### src/rtl/nss_pkg.sv
package nss_pkg;

  localparam int unsigned WORD_W = 32;
  localparam int unsigned LEN_W  = 6;
  localparam int unsigned PROD_W = WORD_W + 3;

  // largest 7-smooth number below 2^32 (2 * 3^6 * 5^2 * 7^6)
  localparam logic [WORD_W-1:0] SMOOTH_CAP = 32'd4288306050;

  // full-length word, a normalised mantissa of this length is exact
  localparam logic [LEN_W-1:0] LEN_FULL = LEN_W'(WORD_W);

  // factor select for the shared scaling unit
  localparam logic [1:0] MUL3 = 2'd0;
  localparam logic [1:0] MUL5 = 2'd1;
  localparam logic [1:0] MUL7 = 2'd2;

  // value = mant * 2^(len - WORD_W), mant has its top bit set
  typedef struct packed {
    logic [LEN_W-1:0]  len;
    logic [WORD_W-1:0] mant;
  } num_t;

  // strict less-than on normalised numbers
  function automatic logic num_lt(input num_t a, input num_t b);
    logic r;
    if (a.len != b.len) begin
      r = (a.len < b.len);
    end else begin
      r = (a.mant < b.mant);
    end
    return r;
  endfunction

endpackage

### src/rtl/nss_scale.sv
module nss_scale
  import nss_pkg::*;
(
  input  num_t       a,
  input  logic [1:0] sel,
  output num_t       y
);

  logic [PROD_W-1:0] prod;

  always_comb begin
    case (sel)
      MUL3: prod = {3'b000, a.mant} + {2'b00, a.mant, 1'b0};
      MUL5: prod = {3'b000, a.mant} + {1'b0, a.mant, 2'b00};
      MUL7: prod = {a.mant, 3'b000} - {3'b000, a.mant};
      default: prod = {3'b000, a.mant};
    endcase
  end

  // renormalise: the product grows by one to three bits
  always_comb begin
    if (prod[PROD_W-1]) begin
      y.mant = prod[PROD_W-1:3];
      y.len  = a.len + LEN_W'(3);
    end else if (prod[PROD_W-2]) begin
      y.mant = prod[PROD_W-2:2];
      y.len  = a.len + LEN_W'(2);
    end else begin
      y.mant = prod[PROD_W-3:1];
      y.len  = a.len + LEN_W'(1);
    end
  end

endmodule

### src/rtl/nss_cand.sv
module nss_cand
  import nss_pkg::*;
(
  input  num_t p,
  input  num_t m,
  input  num_t best,
  output logic p_below,
  output logic improve,
  output num_t cand
);

  // smallest p * 2^k that is at least m
  always_comb begin
    cand.mant = p.mant;
    if (p.len > m.len) begin
      cand.len = p.len;
    end else if (p.mant >= m.mant) begin
      cand.len = m.len;
    end else begin
      cand.len = m.len + LEN_W'(1);
    end
  end

  assign p_below = num_lt(p, best);
  assign improve = num_lt(cand, best);

endmodule

### src/rtl/next_seven_smooth_size.sv
// next_seven_smooth_size
//
// Returns, for each 32-bit count on the input stream, the smallest number
// above it with no prime factor other than 2, 3, 5 and 7 (n = 0 gives 1).
// A count at or above 4288306050 returns 0 with the too_large flag set.
//
// Channels: in_* carries the count, out_* the result; an item moves when
// tvalid and tready are both high at a rising edge of clk.
//
// Flow: one item at a time. count+1 is first normalised by shifting it
// left; the odd products 3^a*5^b*7^c below the best so far then go
// through one shared scale-by-3/5/7 unit, one per cycle, stepping through
// the 5 and 7 levels when a run of powers of 3 ends; the best is then
// shifted back down to an integer and handed over. Too large: straight
// to the hand-over.
//
// in_tready is high only while idle; a result waiting in the output
// register does not block acceptance of the next item, but a finished
// result holds in the shift-back state until the output register is free.
// Reset (rst_n low, synchronous) drops any item in flight and the output.
module next_seven_smooth_size
  import nss_pkg::*;
(
  input  logic              clk,
  input  logic              rst_n,
  input  logic              in_tvalid,
  output logic              in_tready,
  input  logic [WORD_W-1:0] in_tdata,   // [31:0] count_in
  output logic              out_tvalid,
  input  logic              out_tready,
  output logic [WORD_W-1:0] out_tdata,  // [31:0] next_size
  output logic              out_tuser   // [0] too_large
);

  localparam logic [2:0] ST_IDLE   = 3'd0;
  localparam logic [2:0] ST_NORM   = 3'd1;
  localparam logic [2:0] ST_SCAN3  = 3'd2;
  localparam logic [2:0] ST_SCAN5  = 3'd3;
  localparam logic [2:0] ST_SCAN7  = 3'd4;
  localparam logic [2:0] ST_DENORM = 3'd5;

  localparam num_t ONE_N = '{len: LEN_W'(1), mant: {1'b1, {(WORD_W-1){1'b0}}}};

  logic [2:0] state_r, state_nxt;

  // m: count+1 normalised; p3/p5/p7: current product at each loop level
  num_t m_r, m_nxt;
  num_t best_r, best_nxt;
  num_t p3_r, p3_nxt;
  num_t p5_r, p5_nxt;
  num_t p7_r, p7_nxt;
  logic too_r, too_nxt;

  logic              out_valid_r, out_valid_nxt;
  logic [WORD_W-1:0] out_data_r, out_data_nxt;
  logic              out_user_r, out_user_nxt;

  logic in_acc;
  logic slot_free;

  // shared scaling unit
  num_t       scl_a;
  logic [1:0] scl_sel;
  num_t       scl_y;

  nss_scale u_scale (
    .a   (scl_a),
    .sel (scl_sel),
    .y   (scl_y)
  );

  logic p_below;
  logic improve;
  num_t cand;

  nss_cand u_cand (
    .p       (p3_r),
    .m       (m_r),
    .best    (best_r),
    .p_below (p_below),
    .improve (improve),
    .cand    (cand)
  );

  assign in_tready = (state_r == ST_IDLE);
  assign in_acc    = in_tvalid && in_tready;
  assign slot_free = !out_valid_r || out_tready;

  assign out_tvalid = out_valid_r;
  assign out_tdata  = out_data_r;
  assign out_tuser  = out_user_r;

  always_comb begin
    case (state_r)
      ST_SCAN5: begin
        scl_a   = p5_r;
        scl_sel = MUL5;
      end
      ST_SCAN7: begin
        scl_a   = p7_r;
        scl_sel = MUL7;
      end
      default: begin
        scl_a   = p3_r;
        scl_sel = MUL3;
      end
    endcase
  end

  always_comb begin
    state_nxt     = state_r;
    m_nxt         = m_r;
    best_nxt      = best_r;
    p3_nxt        = p3_r;
    p5_nxt        = p5_r;
    p7_nxt        = p7_r;
    too_nxt       = too_r;
    out_valid_nxt = out_valid_r;
    out_data_nxt  = out_data_r;
    out_user_nxt  = out_user_r;

    if (out_valid_r && out_tready) begin
      out_valid_nxt = 1'b0;
    end

    case (state_r)
      ST_IDLE: begin
        if (in_acc) begin
          if (in_tdata >= SMOOTH_CAP) begin
            too_nxt       = 1'b1;
            best_nxt.len  = LEN_FULL;
            best_nxt.mant = '0;
            state_nxt     = ST_DENORM;
          end else begin
            too_nxt       = 1'b0;
            m_nxt.len     = LEN_FULL;
            m_nxt.mant    = in_tdata + WORD_W'(1);
            best_nxt.len  = LEN_FULL;
            best_nxt.mant = SMOOTH_CAP;
            state_nxt     = ST_NORM;
          end
        end
      end

      ST_NORM: begin
        if (m_r.mant[WORD_W-1]) begin
          p3_nxt    = ONE_N;
          p5_nxt    = ONE_N;
          p7_nxt    = ONE_N;
          state_nxt = ST_SCAN3;
        end else begin
          m_nxt.mant = {m_r.mant[WORD_W-2:0], 1'b0};
          m_nxt.len  = m_r.len - LEN_W'(1);
        end
      end

      // innermost level: try p3, then step it by 3
      ST_SCAN3: begin
        if (p_below) begin
          if (improve) begin
            best_nxt = cand;
          end
          p3_nxt = scl_y;
        end else begin
          state_nxt = ST_SCAN5;
        end
      end

      ST_SCAN5: begin
        if (num_lt(scl_y, best_r)) begin
          p5_nxt    = scl_y;
          p3_nxt    = scl_y;
          state_nxt = ST_SCAN3;
        end else begin
          state_nxt = ST_SCAN7;
        end
      end

      ST_SCAN7: begin
        if (num_lt(scl_y, best_r)) begin
          p7_nxt    = scl_y;
          p5_nxt    = scl_y;
          p3_nxt    = scl_y;
          state_nxt = ST_SCAN3;
        end else begin
          state_nxt = ST_DENORM;
        end
      end

      // shift the mantissa back down to an integer, then hand it over
      ST_DENORM: begin
        if (best_r.len != LEN_FULL) begin
          best_nxt.mant = {1'b0, best_r.mant[WORD_W-1:1]};
          best_nxt.len  = best_r.len + LEN_W'(1);
        end else if (slot_free) begin
          out_valid_nxt = 1'b1;
          out_data_nxt  = best_r.mant;
          out_user_nxt  = too_r;
          state_nxt     = ST_IDLE;
        end
      end

      default: begin
        state_nxt = ST_IDLE;
      end
    endcase
  end

  always_ff @(posedge clk) begin
    if (!rst_n) begin
      state_r     <= ST_IDLE;
      out_valid_r <= 1'b0;
    end else begin
      state_r     <= state_nxt;
      out_valid_r <= out_valid_nxt;
    end
  end

  always_ff @(posedge clk) begin
    m_r        <= m_nxt;
    best_r     <= best_nxt;
    p3_r       <= p3_nxt;
    p5_r       <= p5_nxt;
    p7_r       <= p7_nxt;
    too_r      <= too_nxt;
    out_data_r <= out_data_nxt;
    out_user_r <= out_user_nxt;
  end

endmodule

### config.mk
export PLATFORM = sky130hd
export DESIGN_NAME = next_seven_smooth_size
export DESIGN_NICKNAME = d
export VERILOG_FILES = /design/src/rtl/nss_pkg.sv /design/src/rtl/nss_scale.sv /design/src/rtl/nss_cand.sv /design/src/rtl/next_seven_smooth_size.sv
export SDC_FILE = /design/constraint.sdc
export NUM_CORES = 1
export LEC_CHECK = 0
export ABC_AREA = 1
export BUFFER_PORTS_ARGS = -buffer_cell sky130_fd_sc_hd__buf_2
export CORE_UTILIZATION = 64
export DETAILED_ROUTE_END_ITERATION = 10
export PLACE_DENSITY = 0.78
export SLEW_MARGIN = 20
export SYNTH_ARGS = -nofsm -noshare
export SYNTH_HDL_FRONTEND = slang
export SYNTH_SLANG_ARGS = --single-unit
### constraint.sdc
create_clock -name clk -period 9 [get_ports clk]
set_clock_uncertainty 0.15 [all_clocks]
set_input_delay 1.35 -clock clk [delete_from_list [all_inputs] [get_ports clk]]
set_output_delay 1.35 -clock clk [all_outputs]
set_load 0.01 [all_outputs]
Yosys cells after proc, flatten, opt, wreduce, memory -nomap -nowiden
Index checks and enable logic that the tools add are counted.
{ "op_classes": {"n_div": 0, "add_sub_neg": 10, "n_lt_le_gt_ge": 8, "shifts": 0, "n_reduce_logical": 20, "bitwise": 1, "n_mul": 0, "n_eq_ne": 23, "n_mux": 43} }
{ "ops": {"columns": ["op", "count"], "rows": [
  ["38-bit two-way mux", 13],
  ["38-bit case mux with 2 select lines", 3],
  ["38-bit case mux with 3 select lines", 2],
  ["38-bit case mux with 4 select lines", 1],
  ["35-bit case mux with 3 select lines", 1],
  ["32-bit < comparator", 2],
  ["32-bit by 34-bit adder with 35-bit output", 1],
  ["35-bit by 32-bit subtractor with 35-bit output", 1],
  ["32-bit by 33-bit adder with 34-bit output", 1],
  ["32-bit by 1-bit adder with 32-bit output, second input constant", 1],
  ["32-bit >= comparator", 1],
  ["32-bit >= comparator, second input constant", 1],
  ["32-bit two-way mux", 1],
  ["3-bit two-way mux", 8],
  ["2-bit inequality test, second input constant", 11],
  ["6-bit by 1-bit adder with 6-bit output, second input constant", 3],
  ["6-bit < comparator", 3],
  ["6-bit inequality test", 3],
  ["3-bit case mux with 6 select lines", 1],
  ["5-bit AND reduction", 3],
  ["6-bit by 2-bit adder with 6-bit output, second input constant", 2],
  ["6-bit two-way mux", 2],
  ["1-bit two-way mux", 10],
  ["3-bit AND reduction", 3],
  ["other kinds (21)", 27]
]} }
{ "totals": {"ram_bits": 0, "input_bits": 36, "latch_bits": 0, "register_bits": 228, "elab_cells": 121, "mem_count": 0, "rom_bits": 0, "output_inout_bits": 35} }

Longest topological paths before layout
Gate-level depths: netlist (run 1).
{ "depth": {"word_depth": 11, "ltp_mapped": 46, "mapped_depth_nobuf": 43} }

By module
From an unflattened synthesis (run 1), not the netlist that was laid out.
{ "hier_totals": {"cells_unflattened": 3511, "hier_area_um2": 23531.3} }
{ "modules_own_cells": {"columns": ["mod", "instances", "seq_area_each_um2", "cells_per_inst", "area_each_um2"], "rows": [
  ["next_seven_smooth_size", 1, 6806.5, 1166, 11345.9],
  ["nss_scale", 1, 0.0, 1938, 9604.2],
  ["nss_cand", 1, 0.0, 407, 2581.2]
]} }

Least setup slack after synthesis (run 1)
No wires, ideal clock.
{ "synth_timing": {"kind": "register to register", "start": "reg state_r[2]", "end": "reg p7_r[0] in the netlist's numbering (enable)", "required_time_ns": 8.457, "setup_ns": 0.393, "path_buffers": 5, "t_arrival_ns": 6.240, "stages_incl_launch_ff": 42, "setup_slack_ns": 2.218, "path_cell_list": "dfxtp_1 buf_6 inv_4 nand3_4 inv_2 clkbuf_1 buf_1 clkbuf_1 buf_1 a22o_1 nor2_1 inv_1 ha_1 a21oi_1 o21ai_2 a21oi_2 o21ai_2 nand2_1 [6 not listed] o21bai_1 or2_2 nand3_1 nand2_1 nor2_2 nand2_1 nand3_1 inv_1 ha_1 a21oi_1 o21ai_0 nand2_1 o2111ai_1 nor2_1 nand2_2 nand3_1 o211ai_1 inv_1"} }
{ "synth_rtl": {"columns": ["element", "line_no", "rtl"], "rows": [
  ["from (decl)", "next_seven_smooth_size.sv:44", "logic [2:0] state_r, state_nxt;"],
  ["from (signal assigned)", "next_seven_smooth_size.sv:214", "state_r <= state_nxt;"],
  ["to (signal assigned)", "next_seven_smooth_size.sv:224", "p7_r <= p7_nxt;"],
  ["to (decl)", "next_seven_smooth_size.sv:51", "num_t p7_r, p7_nxt;"]
]} }

==> results.ini, run 1 <==
[clocking]
cts.sinks = 228
clk_pin_slew_ns = 0.06
root_buffer = clkbuf_16
cts_tree = done
htree_levels = 1
post_cts_buffers = 0
clk_path_buf_depth = 3
insertion_delay_ns = 0.53
cts_buffers = 24

[critical_path]
crit_arrival_ns = 8.36
worstSetupStartpointType = register
worst-path-max-fanout = 46
required_ns = 9.00
reg2reg_from = state_r[1]$_SDFFE_PN0P_
crit_start = state_r[1]$_SDFFE_PN0P_
crit_type = register to register
cp_common_cell = nor2_1
slowest_delay_ns = 0.69
r2r_slack_ns = 0.64
slowest_stage = nand2_4
endpoint_kind = register

[synthesis]
synth_edf_count = 224
async_flop_share_pct = 0
synth-seq-cells = 228
synth_top_area_share_pct = 34.6
netlist_area_um2 = 19400
synth_common_cells = nand2_1, inv_1, nor2_1
syn_nets = 2765
ys.flop_type = edfxtp_1
syn_avg_cell_area_um2 = 7.76
synth_area_leaders = edfxtp_1, ha_1, nand2_1, inv_1, nor2_1
synthCells = 2504
yosysMostFrequentCell = nand2_1
yosys_warnings = 0
synth_area_leader_cell = edfxtp_1
synth-seq-area-share_pct = 35.0
ys_types = 71

[global_routing]
gr-total-overflow = 0
grt_pass1_wl_um = 90100
grt_max_degree = 56
grt_usage_pct = 37.2
grt_pass1_vias = 17000
antenna_found_initial = 0

[timing]
post-route-period-util_pct = 92.9
rsz0062_at_grt = false
layout_min_cycle_time_ns = 8.36
setup_viol = 0
fmax_ghz = 0.120
fin_tns_setup_ns = 0
hold_viol = 0
slew_headroom_pct = 29.2
finalMaxSlewViolations = 0
max_slew.worst_pin.slew_ns = 1.04

[drt]
first_iter_violations = 2066
wl_per_cell_um = 19.5
vias_per_cell = 6.13
drt_pass1_iterations = 6
wl_met2_um = 26500
wirelength_um = 57900
vias = 18200
antenna_left = 0
top_layer_used = met4
wl_met3_um = 4420
met1Wirelength_um = 24200
drcViolationCount = 0

[die]
die_area_um2 = 31100
fp.dieW_um = 176
io_pins = 71
core_um2 = 29700
fp.dieH_um = 176
row_count = 63
start_util_pct = 65.4

[final_layout]
drive_above_1_share_pct = 8.69
finalNetCount = 2821
antenna_cells = 0
num-fill-cells = 2416
area_growth_pct = 8.42
stdcell_count = 2968
finish.utilization_pct = 70.9

[placed_design]
dp.cells = 2922
port_buffers = 70
finalWeightedCongestion = 1.00
dpl.hpwl_um = 44400

[hold_path]
min_from = too_r$_DFFE_PP_
hold_path_class = register to register

[job]
maxCapViolCount = 0

[status]
outcome = finished clean

[state kept, by name (all words and copies together) (netlist names)]
signal,flops
out_tvalid,1
out_tdata,32
p7_r,38
out_tuser,1
m_r,38
too_r,1
state_r,3
p3_r,38
best_r,38
p5_r,38
[metal layers]
layer	global-route usage, %	vias to the layer above
met5	0	-
met4	16.7	0
met3	3.88	170
met2	60.0	934
met1	50.6	8426
li1	-	8662
[worst max-delay path, delay by kind of cell, from the launching register on]
kind	cells	cell delay, ns
and+or+nand+nor	17	3.34
buffers and inverters	6	1.55
AOI/OAI and AO/OA	6	1.34
adders and majority gates	2	0.68
DFF	1	0.59
xor gates and xnor gates	1	0.27
[placed cells by master (no fill, tap or decap), types with 8 or more instances in the layout]
cell       synthesis  layout
o221ai_1          10      10
a21o_1            14      14
a21oi_2            8       8
nand4_1           23      23
ha_1             223     223
a31oi_1           14      14
o21ai_0          134     134
buf_2              6      70
nor2_2             9      10
o21a_1             9       9
xor2_1            41      41
o211ai_1          17      17
xnor2_1           13      13
clkbuf_16          0      25
inv_1            351     349
edfxtp_1         224     224
nand3_1           90      90
inv_2             15      16
nor2_1           314     311
or2_2             16      16
o22ai_1           20      20
nor3_1            32      32
a22o_1            31      31
o21ai_1           11      11
buf_4              1      15
a21oi_1          221     221
nand2_1          489     489
o21bai_1          11      11
[area by class of cell]
type	instances	area (um2)	share of cell area, %
timing repair buffer	88	531	2.52
multi-input combinational	1849	11000	52.2
tap	390	488	2.32
inverter	369	1390	6.61
clock buffer	29	661	3.14
clock inverter	15	189	0.897
sequential	228	6810	32.3
[worst paths after layout]
| kind | end | cells past startpoint |
|---|---|---|
| min reg2reg | out_tuser$_DFFE_PP_ | 0 |
| max reg2reg | p7_r[25]$_SDFFCE_PP0P_ | 32 |
| min | out_tuser$_DFFE_PP_ | 0 |
| max | p7_r[25]$_SDFFCE_PP0P_ | 32 |
[cell families (layout without fill, tap and decap cells)]
family / count (synthesis) / after routing / synth area share [%]
compound gates: 556 / 556 / 17.4
xor+xnor: 54 / 54 / 2.43
fa+ha+maj: 225 / 225 / 14.6
buf+inv: 427 / 501 / 8.45
flops: 228 / 228 / 35.0
simple gates: 1014 / 1014 / 22.2
[stage by stage]
step	cell area (um2)	worst slack (ns)	hold slack, ns
after floorplan	19400	2.22	0.250
after global placement	20200	1.16	0.258
after detailed placement	20200	0.968	0.268
after CTS	21000	0.776	0.285
after global routing	21100	0.0951	0.293
final	21100	0.635	0.281
[timing repair]
item                                   in CTS  in global routing
setup endpoints to repair                   0                 44
hold buffers                                0                  0
endpoints found under the hold margin       0                  0
resized for setup                           0                  1
Power of run 1 is left out: the tool's default activity adds up to more than one toggle a clock period on the data nets, which glitch-free logic cannot reach.
==> run 2: changes to the inputs <==
- REMOVE_ABC_BUFFERS: not set -> 1
==> run 2 against run 1 <==
  * Cell area decreased by 0.49%
  * Critical path depth unchanged
  * Fmax increased by 4.0%
  * First-iteration DRC count increased by 0.87%
  * Largest cell class unchanged
  * Via count decreased by 0.14%
  * Die area unchanged
  * Final cell count unchanged
  * Non-clock buffer count increased by 3
  * Count of clock-buffer cells in the layout increased by 3
==> results.ini, run 2 (synthesized netlist as in run 1, its figures left out) <==
[status]
outcome = finished clean  ; unchanged

[hold_path]
hold_path_class = register to register  ; unchanged
min_from = too_r$_DFFE_PP_  ; unchanged
holdPathStages = 0  ; unchanged

[critical_path]
endpoint_kind = register  ; unchanged
worst-path-max-fanout = 38  ; was 46
reg2reg_from = state_r[1]$_SDFFE_PN0P_  ; unchanged
slowest_delay_ns = 0.61  ; was 0.69 ns
reg2regPathDepth = 32  ; unchanged
crit_end = p7_r[27]$_SDFFCE_PP0P_  ; was p7_r[25]$_SDFFCE_PP0P_
worstSetupStartpointType = register  ; unchanged
r2r_slack_ns = 0.96  ; was 0.64 ns
crit_arrival_ns = 8.05  ; was 8.36 ns
crit_type = register to register  ; unchanged
cp_common_cell = nor2_1  ; unchanged
required_ns = 9.00  ; about the same
slowest_stage = dfxtp_1  ; was nand2_4
crit_start = state_r[1]$_SDFFE_PN0P_  ; unchanged
r2r-end = p7_r[27]$_SDFFCE_PP0P_  ; was p7_r[25]$_SDFFCE_PP0P_

[drt]
drcViolationCount = 0  ; unchanged
drt_pass1_iterations = 6  ; unchanged
wl_per_cell_um = 19.4  ; was 19.5 um
wirelength_um = 57500  ; was 57900 um
vias_per_cell = 6.12  ; was 6.13
antenna_left = 0  ; unchanged
first_iter_violations = 2084  ; was 2066
vias = 18200  ; about the same

[clocking]
clk_path_buf_depth = 3  ; unchanged
cts_tree = done  ; unchanged
postCtsHoldBufs = 0  ; unchanged
post_cts_buffers = 0  ; unchanged
cts_resized = 0  ; unchanged
insertion_delay_ns = 0.52  ; was 0.53 ns
clk_pin_slew_ns = 0.07  ; was 0.06 ns
cts_buffers = 24  ; unchanged
cts.sinks = 228  ; unchanged
htree_levels = 1  ; unchanged
root_buffer = clkbuf_16  ; unchanged

[die]
die_area_um2 = 31100  ; unchanged
row_count = 63  ; unchanged
io_pins = 71  ; unchanged
core_um2 = 29700  ; unchanged
fp.dieW_um = 176  ; unchanged
fp.dieH_um = 176  ; unchanged
start_util_pct = 65.4  ; unchanged

[timing]
fmax_ghz = 0.124  ; was 0.120 GHz
hold_viol = 0  ; unchanged
max_slew.worst_pin.slew_ns = 1.05  ; was 1.04 ns
hold_ws_ns = 0.276  ; was 0.281 ns
finalMaxSlewViolations = 0  ; unchanged
setup_viol = 0  ; unchanged
layout_min_cycle_time_ns = 8.04  ; was 8.36 ns
fin_tns_setup_ns = 0  ; unchanged
post-route-period-util_pct = 89.4  ; was 92.9%
slew_headroom_pct = 29.8  ; was 29.2%
rsz0062_at_grt = false  ; unchanged

[final_layout]
area_growth_pct = 7.88  ; was 8.42%
antenna_cells = 0  ; unchanged
final_cell_mix = nand2_1, inv_1, nor2_1  ; unchanged
finalNetCount = 2824  ; was 2821
regArea_um2 = 6810  ; unchanged
drive_above_1_share_pct = 8.34  ; was 8.69%
final_common_cell = nand2_1  ; unchanged
multiInputGateArea_um2 = 11000  ; unchanged
num-fill-cells = 2459  ; was 2416

[global_routing]
grt_usage_pct = 36.9  ; was 37.2%
grt_pass1_wl_um = 89800  ; was 90100 um
top_usage_layer = met2  ; unchanged
use_met2_pct = 58.9  ; was 60.0%
gr-total-overflow = 0  ; unchanged
grt_pass1_vias = 17000  ; about the same
antenna_found_initial = 0  ; unchanged
met3_usage_pct = 3.81  ; was 3.88%
grtUsageMet1_pct = 51.2  ; was 50.6%
grt_max_degree = 56  ; unchanged

[placed_design]
port_buffers = 70  ; unchanged
finalWeightedCongestion = 0.995  ; was 1.00
dpl.hpwl_um = 44500  ; was 44400 um

[job]
maxCapViolCount = 0  ; unchanged

## run 2: area by class of cell
| class | count | share of cell area (%) |
|---|---|---|
| clock buffer | 32 | 3.11 |
| clock inverter | 9 | 0.442 |
| sequential | 228 | 32.5 |
| timing repair buffer | 91 | 2.54 |
| multi-input combinational | 1849 | 52.5 |
| inverter | 369 | 6.63 |
| tap | 390 | 2.33 |
## run 2: worst min path at each step
stage / slack (ns) / to
2_1_floorplan: 0.25 / out_tuser$_DFFE_PP_
3_3_place_gp: 0.26 / out_tuser$_DFFE_PP_
6_report: 0.28 / out_tuser$_DFFE_PP_
4_1_cts: 0.28 / out_tuser$_DFFE_PP_
3_5_place_dp: 0.26 / out_tuser$_DFFE_PP_
5_1_grt: 0.30 / out_tdata[6]$_DFFE_PP_
## run 2: critical path: cells and delay by family (launching register included)
kind,cells,cell delay [ns]
AO/OA/AOI/OAI,6,1.28
XOR/XNOR,1,0.31
adder cells (fa/ha/maj),2,0.68
buffers and inverters,6,1.53
flip-flops,1,0.61
AND/OR/NAND/NOR,17,3.06
## run 2: layer usage
metal,vias to the layer above,part of all wire [%]
met2,928,45
met5,-,0
met4,0,4.1
met1,8430,42
met3,148,8.2
li1,8660,-
## run 2: metrics by stage
step | instance area, um2 | setup WS, ns | instances | utilization (%)
global placement | 20200 | 1.38 | 2925 | 67.9
finish | 21000 | 0.956 | 2968 | 70.5
floorplan | 19200 | 1.33 | 2446 | -
detailed placement | 20200 | 1.16 | 2925 | 67.9
global route | 21000 | 0.333 | 2968 | 70.5
CTS | 20900 | 1.09 | 2966 | 70.4
Power of run 2 is left out for the same reason.
==> run 3: changes to the inputs <==
- clock period: 9 -> 8 ns (I/O delays scaled with it)
==> run 3 against run 2 <==
  * Final cell count up 0.27%
  * Non-clock buffer count increased by 6
  * Critical endpoint is now p3_r[18]$_SDFFCE_PN0P_
  * Fmax rose by 5.8%
  * Hold slack gained 0.025 ns
==> results.ini, run 3 (synthesized netlist as in run 1, its figures left out) <==
[clocking]
cts_buffers = 23  ; was 24
cts_tree = done  ; unchanged
post_cts_buffers = 0  ; unchanged
clk_pin_slew_ns = 0.07  ; about the same
insertion_delay_ns = 0.53  ; was 0.52 ns
clk_path_buf_depth = 3  ; unchanged
root_buffer = clkbuf_16  ; unchanged
postCtsHoldBufs = 0  ; unchanged
htree_levels = 1  ; unchanged
cts.sinks = 228  ; unchanged

[timing]
fin_tns_setup_ns = 0  ; unchanged
fmax_ghz = 0.132  ; was 0.124 GHz
max_slew.worst_pin.slew_ns = 1.11  ; was 1.05 ns
hold_viol = 0  ; unchanged
setup_viol = 0  ; unchanged
slew_headroom_pct = 25.5  ; was 29.8%
layout_min_cycle_time_ns = 7.60  ; was 8.04 ns
finalMaxSlewViolations = 0  ; unchanged
rsz0062_at_grt = false  ; unchanged
post-route-period-util_pct = 95.0  ; was 89.4%

[final_layout]
finalNetCount = 2830  ; was 2824
num-fill-cells = 2414  ; was 2459
final_common_cell = nand2_1  ; unchanged
antenna_cells = 0  ; unchanged
final_cell_mix = nand2_1, inv_1, nor2_1  ; unchanged
area_growth_pct = 8.53  ; was 7.88%
drive_above_1_share_pct = 8.82  ; was 8.34%

[die]
fp.dieW_um = 176  ; unchanged
core_um2 = 29700  ; unchanged
die_area_um2 = 31100  ; unchanged
io_pins = 71  ; unchanged
fp.dieH_um = 176  ; unchanged
row_count = 63  ; unchanged
start_util_pct = 65.4  ; unchanged

[drt]
drcViolationCount = 0  ; unchanged
wl_per_cell_um = 19.6  ; was 19.4 um
first_iter_violations = 2000  ; was 2084
drt_pass1_iterations = 8  ; was 6
vias = 18300  ; was 18200
wirelength_um = 58300  ; was 57500 um
vias_per_cell = 6.15  ; was 6.12
antenna_left = 0  ; unchanged

[critical_path]
endpoint_kind = register  ; unchanged
required_ns = 8.03  ; was 9.00 ns
worst-path-max-fanout = 26  ; was 38
slowest_delay_ns = 0.59  ; was 0.61 ns
cp_common_cell = nor2_1  ; unchanged
crit_type = register to register  ; unchanged
crit_arrival_ns = 7.63  ; was 8.05 ns
slowest_stage = dfxtp_2  ; was dfxtp_1
worstSetupStartpointType = register  ; unchanged

[hold_path]
hold_path_class = register to register  ; unchanged

[status]
outcome = finished clean  ; unchanged

[global_routing]
grt_pass1_vias = 17100  ; was 17000
grt_usage_pct = 37.0  ; was 36.9%
antenna_found_initial = 0  ; unchanged
grt_pass1_wl_um = 90200  ; was 89800 um
grt_max_degree = 39  ; was 56
gr-total-overflow = 0  ; unchanged

[placed_design]
port_buffers = 70  ; unchanged
finalWeightedCongestion = 0.992  ; was 0.995
dpl.hpwl_um = 44100  ; was 44500 um

[job]
maxCapViolCount = 0  ; unchanged

[run 3: what timing repair did]
action	4_1_cts	5_1_grt
endpoints found under the setup margin	0	115
hold endpoints to repair	0	0
resized for setup	0	3
[run 3: final cells by class]
type	count	area, um2	area share, %
inverter	369	1390	6.59
timing repair buffer	97	623	2.96
multi-input combinational	1850	11000	52.2
sequential	228	6810	32.3
tap	390	488	2.31
clock buffer	29	618	2.93
clock inverter	13	150	0.712
[run 3: critical path: cells and delay by family (launching register included)]
kind                     cells  cell delay (ns)
XOR/XNOR                     1             0.18
flip-flops                   1             0.59
AO/OA/AOI/OAI                5             1.22
AND/OR/NAND/NOR             17             3.36
adder cells (fa/ha/maj)      2             0.71
buffers and inverters        4             0.97
[run 3: worst paths after layout]
check / cells after the start / from / slack, ns / to
setup / recovery: 29 / state_r[1]$_SDFFE_PN0P_ / 0.40 / p3_r[18]$_SDFFCE_PN0P_
hold / removal: 0 / best_r[15]$_DFFE_PP_ / 0.30 / out_tdata[15]$_DFFE_PP_
setup reg to reg: 29 / state_r[1]$_SDFFE_PN0P_ / 0.40 / p3_r[18]$_SDFFCE_PN0P_
hold reg to reg: 0 / best_r[15]$_DFFE_PP_ / 0.30 / out_tdata[15]$_DFFE_PP_
[run 3: per-stage QoR]
step                      utilization, %  hold slack (ns)  area, um2  instances  setup WS (ns)
after floorplan                        -            0.250      19200       2446          0.329
after global placement              68.2            0.281      20300       2931          0.624
after detailed placement            68.2            0.282      20300       2931          0.463
after CTS                           70.7            0.298      21000       2973          0.434
after global routing                70.9            0.310      21100       2976         0.0145
final                               70.9            0.301      21100       2976          0.398
[run 3: metal layers]
metal  vias to the layer above  part of all wire, %  GRT usage [%]  wire length, um
met5                         -                    0              0                0
met4                         0                  4.0           13.6             2360
met3                       169                  8.7           4.05             5080
met2                      1009                   46           60.1            26700
met1                      8449                   41           51.1            24100
li1                       8681                    -              -                -
Power of run 3 is left out for the same reason.
